**config.mk**
```make
export PLATFORM = sky130hd
export DESIGN_NAME = circular_deque
export DESIGN_NICKNAME = d
export VERILOG_FILES = /design/src/hdl/cdq_pkg.sv /design/src/hdl/cdq_ram.sv /design/src/hdl/cdq_cfg.sv /design/src/hdl/circular_deque.sv
export VERILOG_INCLUDE_DIRS = /design/src /design/src/hdl
export SDC_FILE = /design/constraint.sdc
export NUM_CORES = 1
export LEC_CHECK = 0
export BUFFER_PORTS_ARGS = -buffer_cell sky130_fd_sc_hd__buf_2
export CAP_MARGIN = 20
export CORE_MARGIN = 5
export CORE_UTILIZATION = 50
export CTS_CLUSTER_DIAMETER = 150
export DETAILED_ROUTE_END_ITERATION = 16
export GPL_TIMING_DRIVEN = 0
export PLACE_DENSITY = 0.75
export SLEW_MARGIN = 20
export SYNTH_ARGS = -nofsm -noshare
export SYNTH_HDL_FRONTEND = slang
export SYNTH_SLANG_ARGS = --single-unit
```
**constraint.sdc**
```tcl
create_clock -name i_clk -period 17.2 [get_ports i_clk]
set_clock_uncertainty 0.2 [all_clocks]
set_input_delay 2.58 -clock i_clk [delete_from_list [all_inputs] [get_ports i_clk]]
set_output_delay 2.58 -clock i_clk [all_outputs]
set_load 0.05 [all_outputs]
```
**src/hdl/circular_deque_assert.svh**
```systemverilog
// assertion macros used by the rtl in circular_deque.sv
`ifndef CIRCULAR_DEQUE_ASSERT_SVH
`define CIRCULAR_DEQUE_ASSERT_SVH

// same-cycle implication, disabled while reset is low
`define CDQ_ASSERT_NOW(label, clk, rst_n, ante, cons, msg) \
    label: assert property (@(posedge clk) disable iff (!rst_n) (ante) |-> (cons)) \
        else $error(msg);

// next-cycle implication, disabled while reset is low
`define CDQ_ASSERT_NEXT(label, clk, rst_n, ante, cons, msg) \
    label: assert property (@(posedge clk) disable iff (!rst_n) (ante) |=> (cons)) \
        else $error(msg);

`endif

```
**src/hdl/cdq_pkg.sv**
```systemverilog
package cdq_pkg;

    localparam int DEPTH  = 16;
    localparam int IDX_W  = $clog2(DEPTH);
    localparam int CAP_W  = 5;
    localparam int WORD_W = 32;
    localparam int ADDR_W = 3;
    localparam int DATA_W = 32;

    localparam logic [CAP_W-1:0] CAP_RESET = 5'd16;

    // register indexes
    localparam logic REG_CAPACITY = 1'b0;

    // opcodes
    localparam logic [1:0] OP_PUSH_REAR  = 2'd0;
    localparam logic [1:0] OP_PUSH_FRONT = 2'd1;
    localparam logic [1:0] OP_POP_FRONT  = 2'd2;
    localparam logic [1:0] OP_POP_REAR   = 2'd3;

    // status codes
    localparam logic [1:0] ST_DONE  = 2'd0;
    localparam logic [1:0] ST_FULL  = 2'd1;
    localparam logic [1:0] ST_EMPTY = 2'd2;

    typedef struct packed {
        logic [1:0]               opcode;
        logic signed [WORD_W-1:0] push_value;
    } t_in;

    typedef struct packed {
        logic [1:0]               status;
        logic signed [WORD_W-1:0] pop_value;
        logic [CAP_W-1:0]         occupancy;
    } t_out;

    typedef struct packed {
        logic [CAP_W-1:0] cap_eff;
        logic             clear;
    } t_cfg;

    function automatic logic [IDX_W-1:0] ring_next(input logic [IDX_W-1:0] idx,
                                                   input logic [CAP_W-1:0] cap);
        logic [IDX_W-1:0] res;
        if (int'(idx) + 1 >= int'(cap)) begin
            res = '0;
        end else begin
            res = idx + 1'b1;
        end
        return res;
    endfunction

    function automatic logic [IDX_W-1:0] ring_prev(input logic [IDX_W-1:0] idx,
                                                   input logic [CAP_W-1:0] cap);
        logic [IDX_W-1:0] res;
        if (idx == '0 || int'(idx) > int'(cap)) begin
            res = IDX_W'(cap - 1'b1);
        end else begin
            res = idx - 1'b1;
        end
        return res;
    endfunction

endpackage

```
**src/hdl/cdq_ram.sv**
```systemverilog
module cdq_ram #(
    parameter int WIDTH = 32,
    parameter int DEPTH = 16
) (
    input  logic                     i_clk,
    input  logic                     i_we,
    input  logic [$clog2(DEPTH)-1:0] i_waddr,
    input  logic [WIDTH-1:0]         i_wdata,
    input  logic                     i_re,
    input  logic [$clog2(DEPTH)-1:0] i_raddr,
    output logic [WIDTH-1:0]         o_rdata
);

    logic [WIDTH-1:0] r_mem [DEPTH];
    logic [WIDTH-1:0] r_rdata;

    always_ff @(posedge i_clk) begin
        if (i_we) begin
            r_mem[i_waddr] <= i_wdata;
        end
        if (i_re) begin
            r_rdata <= r_mem[i_raddr];
        end
    end

    assign o_rdata = r_rdata;

endmodule

```
**src/hdl/cdq_cfg.sv**
```systemverilog
module cdq_cfg
    import cdq_pkg::*;
(
    input  logic              i_clk,
    input  logic              i_rst_n,
    input  logic              psel,
    input  logic              penable,
    input  logic              pwrite,
    input  logic [ADDR_W-1:0] paddr,
    input  logic [DATA_W-1:0] pwdata,
    output logic [DATA_W-1:0] prdata,
    output logic              pready,
    output t_cfg              o_cfg
);

    logic [CAP_W-1:0] r_capacity;
    logic             w_wr_cap;

    assign pready   = 1'b1;
    assign w_wr_cap = psel && penable && pwrite && (paddr[2] == REG_CAPACITY);

    always_ff @(posedge i_clk) begin
        if (!i_rst_n) begin
            r_capacity <= CAP_RESET;
        end else if (w_wr_cap) begin
            r_capacity <= pwdata[CAP_W-1:0];
        end
    end

    // zero acts as one, anything past the ring size acts as the ring size
    always_comb begin
        if (r_capacity == '0) begin
            o_cfg.cap_eff = CAP_W'(1);
        end else if (int'(r_capacity) > DEPTH) begin
            o_cfg.cap_eff = CAP_W'(DEPTH);
        end else begin
            o_cfg.cap_eff = r_capacity;
        end
        o_cfg.clear = w_wr_cap;
    end

    assign prdata = (paddr[2] == REG_CAPACITY) ? DATA_W'(r_capacity) : '0;

endmodule

```
**src/hdl/circular_deque.sv**
```systemverilog
// results: each transaction is registered in the pending register, then in the output register
// throughput: one transaction per cycle while the result side drains, with the
//   read of the slot memory overlapping the next transaction
// reset: head, tail and count go to zero and capacity to 16; the slot memory is
//   not cleared and needs no clearing pass, a slot is popped only after a push
`include "circular_deque_assert.svh"

module circular_deque
    import cdq_pkg::*;
(
    input  logic              i_clk,
    input  logic              i_rst_n,
    // input channel
    input  logic              i_in_valid,
    output logic              o_in_stall,
    input  t_in               i_in_data,
    // result channel
    output logic              o_out_valid,
    input  logic              i_out_stall,
    output t_out              o_out_data,
    // configuration port
    input  logic              psel,
    input  logic              penable,
    input  logic              pwrite,
    input  logic [ADDR_W-1:0] paddr,
    input  logic [DATA_W-1:0] pwdata,
    output logic [DATA_W-1:0] prdata,
    output logic              pready
);

    t_cfg w_cfg;

    // ring pointers and fill level
    logic [IDX_W-1:0] r_head, n_head;
    logic [IDX_W-1:0] r_tail, n_tail;
    logic [CAP_W-1:0] r_count, n_count;

    // transaction waiting for its memory read
    logic             r_pend;
    logic [1:0]       r_pend_status, n_pend_status;
    logic             r_pend_pop, n_pend_pop;
    logic [CAP_W-1:0] r_pend_occ;

    // output register
    logic             r_out_valid;
    t_out             r_out;

    // slot memory access
    logic             w_we;
    logic [IDX_W-1:0] w_waddr;
    logic             w_re;
    logic [IDX_W-1:0] w_raddr;
    logic [WORD_W-1:0] w_rdata;

    logic w_accept;
    logic w_load;
    logic w_is_push;
    logic w_full;
    logic w_empty;

    cdq_cfg u_cfg (
        .i_clk   (i_clk),
        .i_rst_n (i_rst_n),
        .psel    (psel),
        .penable (penable),
        .pwrite  (pwrite),
        .paddr   (paddr),
        .pwdata  (pwdata),
        .prdata  (prdata),
        .pready  (pready),
        .o_cfg   (w_cfg)
    );

    cdq_ram #(
        .WIDTH (WORD_W),
        .DEPTH (DEPTH)
    ) u_slots (
        .i_clk   (i_clk),
        .i_we    (w_we),
        .i_waddr (w_waddr),
        .i_wdata (i_in_data.push_value),
        .i_re    (w_re),
        .i_raddr (w_raddr),
        .o_rdata (w_rdata)
    );

    // the pending result moves out when the output register is free or emptying
    assign w_load      = r_pend && (!r_out_valid || !i_out_stall);
    // a new transaction is taken in the same cycle the pending one moves out
    assign o_in_stall  = r_pend && !w_load;
    assign w_accept    = i_in_valid && !o_in_stall;

    assign w_is_push = (i_in_data.opcode == OP_PUSH_REAR) ||
                       (i_in_data.opcode == OP_PUSH_FRONT);
    assign w_full    = r_count >= w_cfg.cap_eff;
    assign w_empty   = r_count == '0;

    // pointer update and memory request for the transaction being taken
    always_comb begin
        n_head        = r_head;
        n_tail        = r_tail;
        n_count       = r_count;
        n_pend_status = ST_DONE;
        n_pend_pop    = 1'b0;
        w_we          = 1'b0;
        w_waddr       = '0;
        w_re          = 1'b0;
        w_raddr       = r_head;
        if (w_is_push) begin
            if (w_full) begin
                n_pend_status = ST_FULL;
            end else begin
                w_we    = w_accept;
                n_count = r_count + 1'b1;
                if (w_empty) begin
                    // first entry always lands in slot zero
                    n_head  = '0;
                    n_tail  = '0;
                    w_waddr = '0;
                end else if (i_in_data.opcode == OP_PUSH_REAR) begin
                    n_tail  = ring_next(r_tail, w_cfg.cap_eff);
                    w_waddr = n_tail;
                end else begin
                    n_head  = ring_prev(r_head, w_cfg.cap_eff);
                    w_waddr = n_head;
                end
            end
        end else begin
            if (w_empty) begin
                n_pend_status = ST_EMPTY;
            end else begin
                w_re       = w_accept;
                n_pend_pop = 1'b1;
                n_count    = r_count - 1'b1;
                if (i_in_data.opcode == OP_POP_FRONT) begin
                    w_raddr = r_head;
                    if (r_count > CAP_W'(1)) begin
                        n_head = ring_next(r_head, w_cfg.cap_eff);
                    end
                end else begin
                    w_raddr = r_tail;
                    if (r_count > CAP_W'(1)) begin
                        n_tail = ring_prev(r_tail, w_cfg.cap_eff);
                    end
                end
            end
        end
    end

    always_ff @(posedge i_clk) begin
        if (!i_rst_n) begin
            r_head  <= '0;
            r_tail  <= '0;
            r_count <= '0;
        end else if (w_cfg.clear) begin
            // a capacity write empties the queue
            r_head  <= '0;
            r_tail  <= '0;
            r_count <= '0;
        end else if (w_accept) begin
            r_head  <= n_head;
            r_tail  <= n_tail;
            r_count <= n_count;
        end
    end

    always_ff @(posedge i_clk) begin
        if (!i_rst_n) begin
            r_pend <= 1'b0;
        end else if (w_accept) begin
            r_pend <= 1'b1;
        end else if (w_load) begin
            r_pend <= 1'b0;
        end
    end

    always_ff @(posedge i_clk) begin
        if (w_accept) begin
            r_pend_status <= n_pend_status;
            r_pend_pop    <= n_pend_pop;
            r_pend_occ    <= n_count;
        end
    end

    always_ff @(posedge i_clk) begin
        if (!i_rst_n) begin
            r_out_valid <= 1'b0;
        end else if (w_load) begin
            r_out_valid <= 1'b1;
        end else if (!i_out_stall) begin
            r_out_valid <= 1'b0;
        end
    end

    // read data is ready the cycle after the request
    always_ff @(posedge i_clk) begin
        if (w_load) begin
            r_out.status    <= r_pend_status;
            r_out.pop_value <= r_pend_pop ? w_rdata : '0;
            r_out.occupancy <= r_pend_occ;
        end
    end

    assign o_out_valid = r_out_valid;
    assign o_out_data  = r_out;

    `CDQ_ASSERT_NOW(a_count_in_range, i_clk, i_rst_n, 1'b1,
        r_count <= w_cfg.cap_eff, "fill level above capacity")
    `CDQ_ASSERT_NEXT(a_push_counts, i_clk, i_rst_n,
        w_accept && w_is_push && !w_full,
        r_count == $past(r_count) + 1'b1, "accepted push did not add an entry")
    `CDQ_ASSERT_NEXT(a_load_shows, i_clk, i_rst_n, w_load,
        o_out_valid, "pending result not shown")
    `CDQ_ASSERT_NOW(a_reject_zero, i_clk, i_rst_n,
        o_out_valid && (o_out_data.status != ST_DONE),
        o_out_data.pop_value == '0, "rejected transaction returned a word")

endmodule

```
==> qor.yml, run 1 <==
synthesis:
  synth_top_area_cell: "edfxtp_1"
  synth_simple_gate_area_share: 0.0584
  synth_flop_cell: "edfxtp_1"
  synth_compound_area_frac: 0.137
  yosysTopAreaCellShare: 0.718
  synth_area_per_cell_um2: 15.2
  yosysWarnings: 0
  ys_seq_area_frac: 0.734
  post_synth_mux_area_share: 0.0205
  synth.distinct_cells: 75
  synthTopCellsByArea: "edfxtp_1 (72%), a21oi_1 (3.0%), o221ai_1 (2.2%), mux2i_1 (1.7%), ha_1 (1.7%)"
  synth_fa_ha_area_frac: 0.0167
  ys_seq_elements: 611
  synth_area_um2: 24700
  synthesis.instances: 1623
  synth_top_family_by_area: "compound AO/OA/AOI/OAI gates"
  synth_async_sr_flop_share: 0
  synth-xor-area-share: 0.00354
  synth-edff-count: 591
clocking:
  hold_buffers: 0
  worst_skew_pair.late_latency_ns: 0.63
  cts_resized: 0
  numClockSinks: 611
  cts_setup_buffers: 0
  numCtsBuffers: 57
  cts_buffer_depth: 3
  cts_tree: "done"
  h-tree-depth: 2
  clk_pin_slew_worst_paths_ns: 0.06
  cts-root-buf: "clkbuf_16"
floorplanning:
  io_pins: 150
  num_rows: 81
  initial_core_util: 0.505
  die_w_um: 232
  die_h_um: 232
  coreArea_um2: 49000
  dieArea_um2: 54000
setup_path:
  path_depth: 4
  crit_buf_inv: 3
  crit_top_cell: "buf_2"
  crit_path_max_incr_delay_ns: 0.26
  crit_arrival_ns: 3.15
  criticalPathCategory: "primary input to output pin"
  cp_top_family: "buffers and inverters"
  crit_slowest_cell: "buf_2"
  crit_fanout: 3
  r2r_cells: 15
  worst_setup_path_end_kind: "output pin"
  crit_chain: "buf_2, nand3_1, inv_1, buf_2"
  required_ns: 14.42
  start_kind: "primary input"
pwr:
  peakVddDrop_mv: 0.0752
  powerDensity_nw_per_um2: 117
  leakage_nw: 9.97
min_path:
  whs_path_depth: 0
  hold_path.class: "flip-flop to flip-flop"
routing:
  via_per_inst: 6.21
  drtIter0Drc: 1998
  drc: 0
  routedWlPerCell_um: 25.3
  vias: 16200
  drt-total-wl_um: 65900
  dr.pass1.iters: 5
  drtAntennaViolNets: 0
placement:
  port_buffers: 92
  dp.cells: 2494
  hpwl_um: 45600
  pre_cts_slack_ns: 10.83
  place.gp.congestion: 0.890
layout:
  finalNonFillerCells: 2602
  mostFrequentLayoutCells: "edfxtp_1 (591), buf_2 (176), a21oi_1 (146), nand2_1 (91), o21ai_0 (80)"
  fillers: 3628
  layout_commonest_cell: "edfxtp_1"
  area.growth.synth_to_final_pct: 16.2
  layout-drive-gt1-share: 0.203
  final_nets: 1998
  multi_input_area_um2: 6050
  seq_area_um2: 18100
run:
  cap_viol_max_count: 0
global_route:
  grt_max_degree: 21
  grt_pass1_vias: 16100
  antenna_found_initial: 2
  grt_pass1_wl_um: 98000
  grt-ovfl-total: 0
  track_usage: 0.241
sta:
  clock.fmax_mhz: 169
  fin_crit_ns: 5.93
  setup_violations: 0
  layout_setup_ws_ns: 11.27
  tightestPinTransition_ns: 1.13
  final_hold_viol_count: 0
  rsz0062_at_grt: "no"
  maxSlewViolCount: 0
  fin_tns_setup_ns: 0
  maxSlewHeadroom: 0.227
  fin_crit_sh: 0.345
  timing.hold.ws_ns: 0.217
outcome:
  status: "finished, final reports clean"
==> power by group <==
| group | internal, mW | leakage (nW) | total, mW | switching [mW] |
|---|---|---|---|---|
| registers | 1.68 | 5.52 | 1.69 | 0.0117 |
| logic | 0.124 | 3.54 | 0.406 | 0.281 |
| clock network | 0.717 | 0.910 | 1.27 | 0.555 |
==> cell usage after synthesis, types with 5 or more instances <==
master / instances
nor2b_1: 14
edfxtp_1: 591
buf_2: 39
o22ai_1: 64
nand3_1: 9
o21ai_1: 5
nor3_1: 45
a21oi_1: 146
buf_4: 37
o211ai_1: 14
o21ai_0: 80
ha_1: 33
a211oi_1: 8
a32oi_1: 30
nand2_1: 91
buf_6: 6
nor2_1: 29
dfxtp_1: 20
o221ai_1: 62
nor4_1: 10
and2_1: 39
a211o_1: 31
mux2i_1: 42
mux2_2: 5
xnor2_1: 6
nor4b_1: 5
and3_1: 8
clkbuf_1: 27
a21o_1: 10
nand2b_1: 5
buf_1: 5
a31oi_1: 6
inv_1: 20
==> path summary, 6_finish.rpt <==
kind	endpoint	startpoint	slack, ns
min	o_out_data[1]	r_pend_occ[1]	0.22
max reg2reg	u_slots.r_mem[2][23]	r_tail[2]	11.61
min reg2reg	o_out_data[1]	r_pend_occ[1]	0.22
max	o_in_stall	i_out_stall	11.27
==> logic make-up after synthesis <==
kind of cell	after synthesis
other	2
adders and majority gates	33
buffers and inverters	135
and+or+nand+nor	278
DFF	611
muxes	49
AOI/OAI and AO/OA	505
xor gates and xnor gates	10
==> worst register-to-register path: stages, from the launching register on <==
cell       delay [ns]
dfxtp_1          0.38
clkbuf_1         0.44
buf_1            0.58
xnor2_1          0.29
inv_1            0.09
ha_1             0.32
a21o_1           0.17
a31oi_1          0.24
o2111ai_1        0.20
o211a_1          0.27
nor3_1           0.38
nor4b_2          0.76
buf_2            0.35
buf_2            0.23
buf_4            0.18
buf_2            0.23
==> sequential cells by signal (all words and copies together), names as in the netlist, 2 cells and up <==
signal            flops
o_out_data           39
r_head                4
r_tail                4
u_slots.r_mem       512
r_pend_occ            5
u_cfg.r_capacity      5
u_slots.o_rdata      32
r_count               5
r_pend_status         2
==> metal layers <==
metal  vias up  wire [um]  global-route usage
li1       6998          -                   -
met1      7991      25200               0.320
met2      1017      31700               0.399
met3       162       6690              0.0477
met4         0       2330              0.0883
met5         -          0                   0
==> per-stage QoR <==
step / cell area, um^2 / util / power (mW)
after floorplan: 24800 / - / 1.97
after global placement: 26100 / 0.534 / 2.10
after detailed placement: 26800 / 0.549 / 2.12
after CTS: 28700 / 0.587 / 3.37
after global routing: 28700 / 0.587 / 3.47
final: 28700 / 0.587 / 3.37
==> cell type report <==
cell class | instances | share of cell area
Multi-Input combinational cell | 903 | 0.211
Clock buffer | 66 | 0.0508
Timing Repair Buffer | 181 | 0.0376
Buffer | 114 | 0.0230
Antenna cell | 4 | 0.000348
Clock inverter | 38 | 0.0148
Sequential cell | 611 | 0.631
Inverter | 21 | 0.00274
Tap cell | 664 | 0.0289
Power figures use the tool's default switching activity.
==> run 2: changes to the inputs <==
PLACE_DENSITY = 0.77   (was 0.75)
clock period = 5.23 ns   (was 17.2 ns; I/O delays follow)
==> qor.yml, run 2 (same netlist as run 1, synthesis figures left out) <==
routing:
  drc: 0  # unchanged
  drt-total-wl_um: 67200  # +2.0%
  drtAntennaViolNets: 0  # unchanged
  drt-met1-wl_um: 24600  # -2.5%
  wl_met3_um: 7750  # +16%
  top_layer: "met5"
  via_per_inst: 6.36  # +2.3%
  drtIter0Drc: 2393  # +20%
  wl_met2_um: 32400  # +2.3%
  dr.pass1.iters: 6  # +1
  vias: 16400  # +1.7%
  routedWlPerCell_um: 26.0  # +2.6%
floorplanning:
  die_w_um: 232  # unchanged
  coreArea_um2: 49000  # unchanged
  die_h_um: 232  # unchanged
  io_pins: 150  # unchanged
  initial_core_util: 0.505  # unchanged
  num_rows: 81  # unchanged
  dieArea_um2: 54000  # unchanged
layout:
  fillers: 3518  # -3.0%
  layout_commonest_cell: "edfxtp_1"
  mostFrequentLayoutCells: "edfxtp_1 (591), buf_2 (147), a21oi_1 (146), nand2_1 (91), o21ai_0 (80)"
  final_nets: 1982  # -0.80%
  layout-drive-gt1-share: 0.202  # -0.00123
  top_register: "u_slots.r_mem"
  utilization: 0.591  # +0.00404
  area.growth.synth_to_final_pct: 17.0
  largest_reg_flops: 512  # unchanged
  finalNonFillerCells: 2586  # -0.61%
pwr:
  powerDensity_nw_per_um2: 386  # +230%
  swShare: 0.255  # +0.00318
  power_mw: 11.2  # +230%
  p_int_mw: 8.32  # +230%
  p_switching_mw: 2.85  # +240%
  leakage_nw: 9.96  # about the same
  power_frac_comb: 0.125  # +0.005
  pwr-share-seq: 0.498  # -0.004
  clkPwrFrac: 0.377  # about the same
  peakVddDrop_mv: 0.255  # +240%
clocking:
  cts_buffer_depth: 3  # unchanged
  numClockSinks: 611  # unchanged
  h-tree-depth: 2  # unchanged
  hold_buffers: 0  # unchanged
  cts_tree: "done"
  clk_pin_slew_worst_paths_ns: 0.07  # about the same
  numCtsBuffers: 58  # +1.8%
  worst_skew_pair.late_latency_ns: 0.63  # about the same
  cts-root-buf: "clkbuf_16"
sta:
  fin_tns_setup_ns: 0  # unchanged
  clock.fmax_mhz: 199
  rsz0062_at_grt: "no"
  fin_crit_ns: 5.03
  fin_crit_sh: 0.963
  layout_setup_ws_ns: 0.195  # -11.08 ns
  maxSlewHeadroom: 0.246  # +0.0191
  maxSlewViolCount: 0  # unchanged
  final_hold_viol_count: 0  # unchanged
  tightestPinTransition_ns: 1.10  # -0.0279 ns
  setup_violations: 0  # unchanged
setup_path:
  r2r_start: "r_tail[0]"
  worst_setup_path_end_kind: "flip-flop"
  required_ns: 5.36  # -9.06 ns
  criticalPathCategory: "flip-flop to flip-flop"
  startpoint: "r_tail[0]"
  start_kind: "flip-flop"
  crit_fanout: 10  # +7
  crit_arrival_ns: 5.17  # +2.02 ns
placement:
  hpwl_um: 45400  # -0.47%
  pre_cts_slack_ns: -0.281  # -11.11 ns
  place.gp.congestion: 0.874  # -1.8%
  port_buffers: 92  # unchanged
  dp.cells: 2471  # -0.92%
run:
  cap_viol_max_count: 0  # unchanged
global_route:
  antenna_found_initial: 2  # unchanged
  grt_max_degree: 19  # -9.5%
  grt_pass1_wl_um: 99400  # +1.5%
  track_usage: 0.245  # +0.00411
  grt-ovfl-total: 0  # unchanged
  grt_pass1_vias: 16200  # +0.19%
min_path:
  hold_path.class: "primary input to flip-flop"
  hold_start: "i_rst_n"
outcome:
  status: "finished, final reports clean"
[run 2: cell count changes in the layout (fill, tap and decap cells not counted), moves of 4 or more]
cell	delta
buf_8	+7
clkinvlp_4	+6
clkinv_1	-4
buf_2	-29
nor4_4	+7
nor3_4	+6
nor3_2	-6
buf_6	+7
nor4_2	-7
[run 2: power by group through the flow]
stage | logic [mW] | clock network (mW) | registers [mW]
6_report | 1.39 | 4.21 | 5.56
5_1_grt | 1.47 | 4.45 | 5.56
4_1_cts | 1.36 | 4.26 | 5.56
3_5_place_dp | 1.33 | 0 | 5.66
3_3_place_gp | 1.23 | 0 | 5.68
2_1_floorplan | 0.768 | 0 | 5.72
[run 2: cell type report]
class | instances | area, um^2 | share of cell area
inverters | 21 | 78.8 | 0.00272
multi-input cells | 903 | 6170 | 0.213
clock inverters | 40 | 410 | 0.0142
clock buffers | 68 | 1510 | 0.0522
diodes | 1 | 2.50 | 0.0000865
flip-flops and latches | 611 | 18100 | 0.627
well taps | 664 | 831 | 0.0287
repair buffers | 164 | 1130 | 0.0391
plain buffers | 114 | 663 | 0.0229
[run 2: layer usage]
layer,GRT usage,up-vias
met5,0,-
met4,0.0886,2
met3,0.0478,196
met2,0.402,1176
met1,0.330,8090
li1,-,6971
[run 2: final timing paths]
check | endpoint | slack (ns) | cells past startpoint
worst max register to register | u_slots.r_mem[0][25] | 0.20 | 12
worst min-delay path | u_cfg.r_capacity[4] | 0.21 | 2
worst max-delay path | u_slots.r_mem[0][25] | 0.20 | 12
worst min register to register | o_out_data[0] | 0.22 | 0
[run 2: critical path, stage by stage, from the launching register on]
cell and delay [ns]:
dfxtp_1 0.35, clkbuf_1 0.45, inv_1 0.26, ha_1 0.44, ha_1 0.31, a31oi_1 0.13, o211ai_1 0.50, nor2_1 0.20
o31a_1 0.60, nor4_4 0.53, buf_2 0.29, buf_2 0.23, buf_2 0.24
[run 2: stage by stage]
step | hold slack [ns] | area [um^2]
after CTS | 0.182 | 28900
after global placement | 0.205 | 26200
after floorplan | 0.200 | 24900
after global routing | 0.200 | 28900
final | 0.214 | 28900
after detailed placement | 0.206 | 26900
[run 2: timing repair]
action,CTS,global route
setup buffers,2,2
gates resized for setup,5,6
endpoints found under the hold margin,0,0
setup endpoints to repair,44,133
pin swaps,3,1
==> run 3: changes to the inputs <==
CELL_PAD_IN_SITES_DETAIL_PLACEMENT = 0   (was default)
CELL_PAD_IN_SITES_GLOBAL_PLACEMENT = 1   (was default)
CORE_UTILIZATION = 46   (was 50)
PLACE_DENSITY = 0.82   (was 0.77)
==> qor.yml, run 3 (same netlist as run 1, synthesis figures left out) <==
outcome:
  status: "finished, final reports clean"
layout:
  fillers: 4169  # +19%
  finalNonFillerCells: 2618  # +1.2%
  largest_reg_flops: 512  # unchanged
  final_nets: 1982  # unchanged
  stdcell_area_um2: 28900  # -0.14%
  layout_commonest_cell: "edfxtp_1"
  mostFrequentLayoutCells: "edfxtp_1 (591), buf_2 (148), a21oi_1 (146), nand2_1 (91), o21ai_0 (80)"
  layout-drive-gt1-share: 0.198  # -0.00406
  area.growth.synth_to_final_pct: 16.9
  top_register: "u_slots.r_mem"
global_route:
  grt-ovfl-total: 0  # unchanged
  track_usage: 0.223  # -0.0222
  grt_pass1_wl_um: 99700  # +0.29%
  grt_pass1_vias: 15800  # -2.1%
  grt_max_degree: 20  # +1
  antenna_found_initial: 1  # -1
sta:
  fin_crit_sh: 0.968  # +0.00519
  final_hold_viol_count: 0  # unchanged
  layout_setup_ws_ns: 0.168  # -0.0271 ns
  fin_crit_ns: 5.06  # +0.0271 ns
  rsz0062_at_grt: "yes"
  clock.fmax_mhz: 198  # -0.54%
  tightestPinTransition_ns: 1.02  # -0.0772 ns
  setup_violations: 0  # unchanged
  maxSlewViolCount: 0  # unchanged
  maxSlewHeadroom: 0.299  # +0.0529
pwr:
  pwr-share-seq: 0.505  # +0.007
  leakage_nw: 9.94  # -0.18%
  swShare: 0.252  # -0.00284
  peakVddDrop_mv: 0.254  # -0.12%
  clkPwrFrac: 0.371  # -0.006
  p_switching_mw: 2.78  # -2.4%
  p_int_mw: 8.24  # -0.96%
  powerDensity_nw_per_um2: 381  # -1.2%
  power_frac_comb: 0.125  # about the same
routing:
  drt-met1-wl_um: 26300  # +6.8%
  drc: 0  # unchanged
  drtAntennaViolNets: 0  # unchanged
  via_per_inst: 6.12  # -3.8%
  drtIter0Drc: 2022  # -16%
  dr.pass1.iters: 6  # unchanged
  drt-total-wl_um: 67400  # +0.27%
  wl_met3_um: 6390  # -17%
  top_layer: "met4"
  wl_met2_um: 32700  # +0.92%
  vias: 16000  # -2.6%
  routedWlPerCell_um: 25.8  # -0.95%
setup_path:
  startpoint: "u_cfg.r_capacity[1]"
  required_ns: 5.34  # -0.02 ns
  crit_fanout: 10  # unchanged
  crit_buf_inv: 3  # -2
  r2r_start: "u_cfg.r_capacity[1]"
  timing.rr.end: "u_slots.r_mem[15][17]"
  start_kind: "flip-flop"
  r2r_cells: 13  # +1
  crit_slowest_cell: "nor3_2"
  crit_path_max_incr_delay_ns: 0.65  # +0.05 ns
  crit_arrival_ns: 5.17  # about the same
  criticalPathCategory: "flip-flop to flip-flop"
  cp_top_family: "simple AND/OR/NAND/NOR gates"
  crit_chain: "nor3_1, nor2_1, nor2_1, ha_1, nand2b_1, a31oi_1, o21bai_1, nor2_1, o211ai_1, buf_6, nor3_2, buf_6, buf_4"
  worst_setup_path_end_kind: "flip-flop"
  r2r_slack_ns: 0.17  # -0.03 ns
  crit_top_cell: "nor2_1"
min_path:
  hold_path.class: "primary input to flip-flop"
  holdPathEnd: "r_pend"
  hold_start: "i_in_valid"
  whs_path_depth: 2  # unchanged
floorplanning:
  initial_core_util: 0.462  # -0.0429
  io_pins: 150  # unchanged
  num_rows: 85  # +4.9%
  die_w_um: 242  # +4.1%
  dieArea_um2: 58500  # +8.3%
  coreArea_um2: 53500  # +9.3%
  die_h_um: 242  # +4.1%
clocking:
  cts_buffer_depth: 3  # unchanged
  numCtsBuffers: 58  # unchanged
  cts-root-buf: "clkbuf_16"
  cts_tree: "done"
  worst_skew_pair.late_latency_ns: 0.63  # about the same
  h-tree-depth: 2  # unchanged
  clk_pin_slew_worst_paths_ns: 0.06  # about the same
  numClockSinks: 611  # unchanged
placement:
  port_buffers: 92  # unchanged
  dpl_cell_area_um2: 27000  # +0.17%
  hpwl_um: 46800  # +3.1%
  dp.cells: 2503  # +1.3%
  pre_cts_slack_ns: -0.144  # +0.137 ns
  place.gp.congestion: 0.859  # -1.7%
run:
  cap_viol_max_count: 0  # unchanged
[run 3: cell count changes in the layout (fill, tap and decap cells not counted), moves of 3 or more]
cell,delta
clkbuf_1,+5
buf_6,+4
clkinvlp_4,-6
buf_8,+3
nor3_4,-3
nor3_2,+3
buf_4,-7
[run 3: final cells by class]
class	count	area, um^2	area share
Clock inverter	33	285	0.00987
Sequential cell	611	18100	0.628
Multi-Input combinational cell	903	6150	0.213
Antenna cell	2	5.00	0.000173
Inverter	21	78.8	0.00273
Tap cell	696	871	0.0301
Clock buffer	74	1550	0.0537
Timing Repair Buffer	164	1150	0.0399
Buffer	114	662	0.0229
[run 3: worst reg2reg max path, cell delays in order (launching register included)]
cell and delay (ns):
dfxtp_1 0.35, nor3_1 0.20, nor2_1 0.06, nor2_1 0.52, ha_1 0.35, nand2b_1 0.14, a31oi_1 0.32, o21bai_1 0.33
nor2_1 0.47, o211ai_1 0.43, buf_6 0.28, nor3_2 0.65, buf_6 0.25, buf_4 0.22
[run 3: layer usage]
| layer | vias to the layer above | track usage |
|---|---|---|
| met1 | 7979 | 0.297 |
| li1 | 6975 | - |
| met3 | 150 | 0.0402 |
| met4 | 0 | 0.0782 |
| met5 | - | 0 |
| met2 | 908 | 0.372 |
[run 3: worst max path at each step]
stage / end / slack, ns / cells past startpoint
floorplan: u_slots.r_mem[0][0] / -1.08 / 11
global placement: u_slots.r_mem[4][21] / -5.62 / 11
detailed placement: u_slots.r_mem[6][29] / -0.14 / 14
CTS: u_slots.r_mem[4][0] / 0.06 / 13
global route: u_slots.r_mem[15][17] / -0.05 / 13
finish: u_slots.r_mem[15][17] / 0.17 / 13
[run 3: power groups by stage]
stage	sequential, mW	combinational (mW)	clock [mW]
finish	5.56	1.37	4.08
global route	5.56	1.45	4.33
CTS	5.56	1.35	4.12
detailed placement	5.66	1.34	0
global placement	5.68	1.25	0
floorplan	5.72	0.768	0
[run 3: repair_timing]
item,4_1_cts,5_1_grt
buffers inserted,1,4
endpoints found under the setup margin,16,50
gates resized for setup,3,1
hold buffers,0,0
pin swaps,1,1
[run 3: metrics by stage]
| step | TNS [ns] | utilization | hold slack [ns] | total power [mW] |
|---|---|---|---|---|
| floorplan | -127.63 | - | 0.200 | 6.49 |
| CTS | 0 | 0.539 | 0.168 | 11.0 |
| finish | 0 | 0.540 | 0.194 | 11.0 |
| detailed placement | -1.63 | 0.504 | 0.206 | 7.00 |
| global route | -0.498 | 0.540 | 0.191 | 11.3 |
| global placement | -1510.42 | 0.490 | 0.203 | 6.93 |
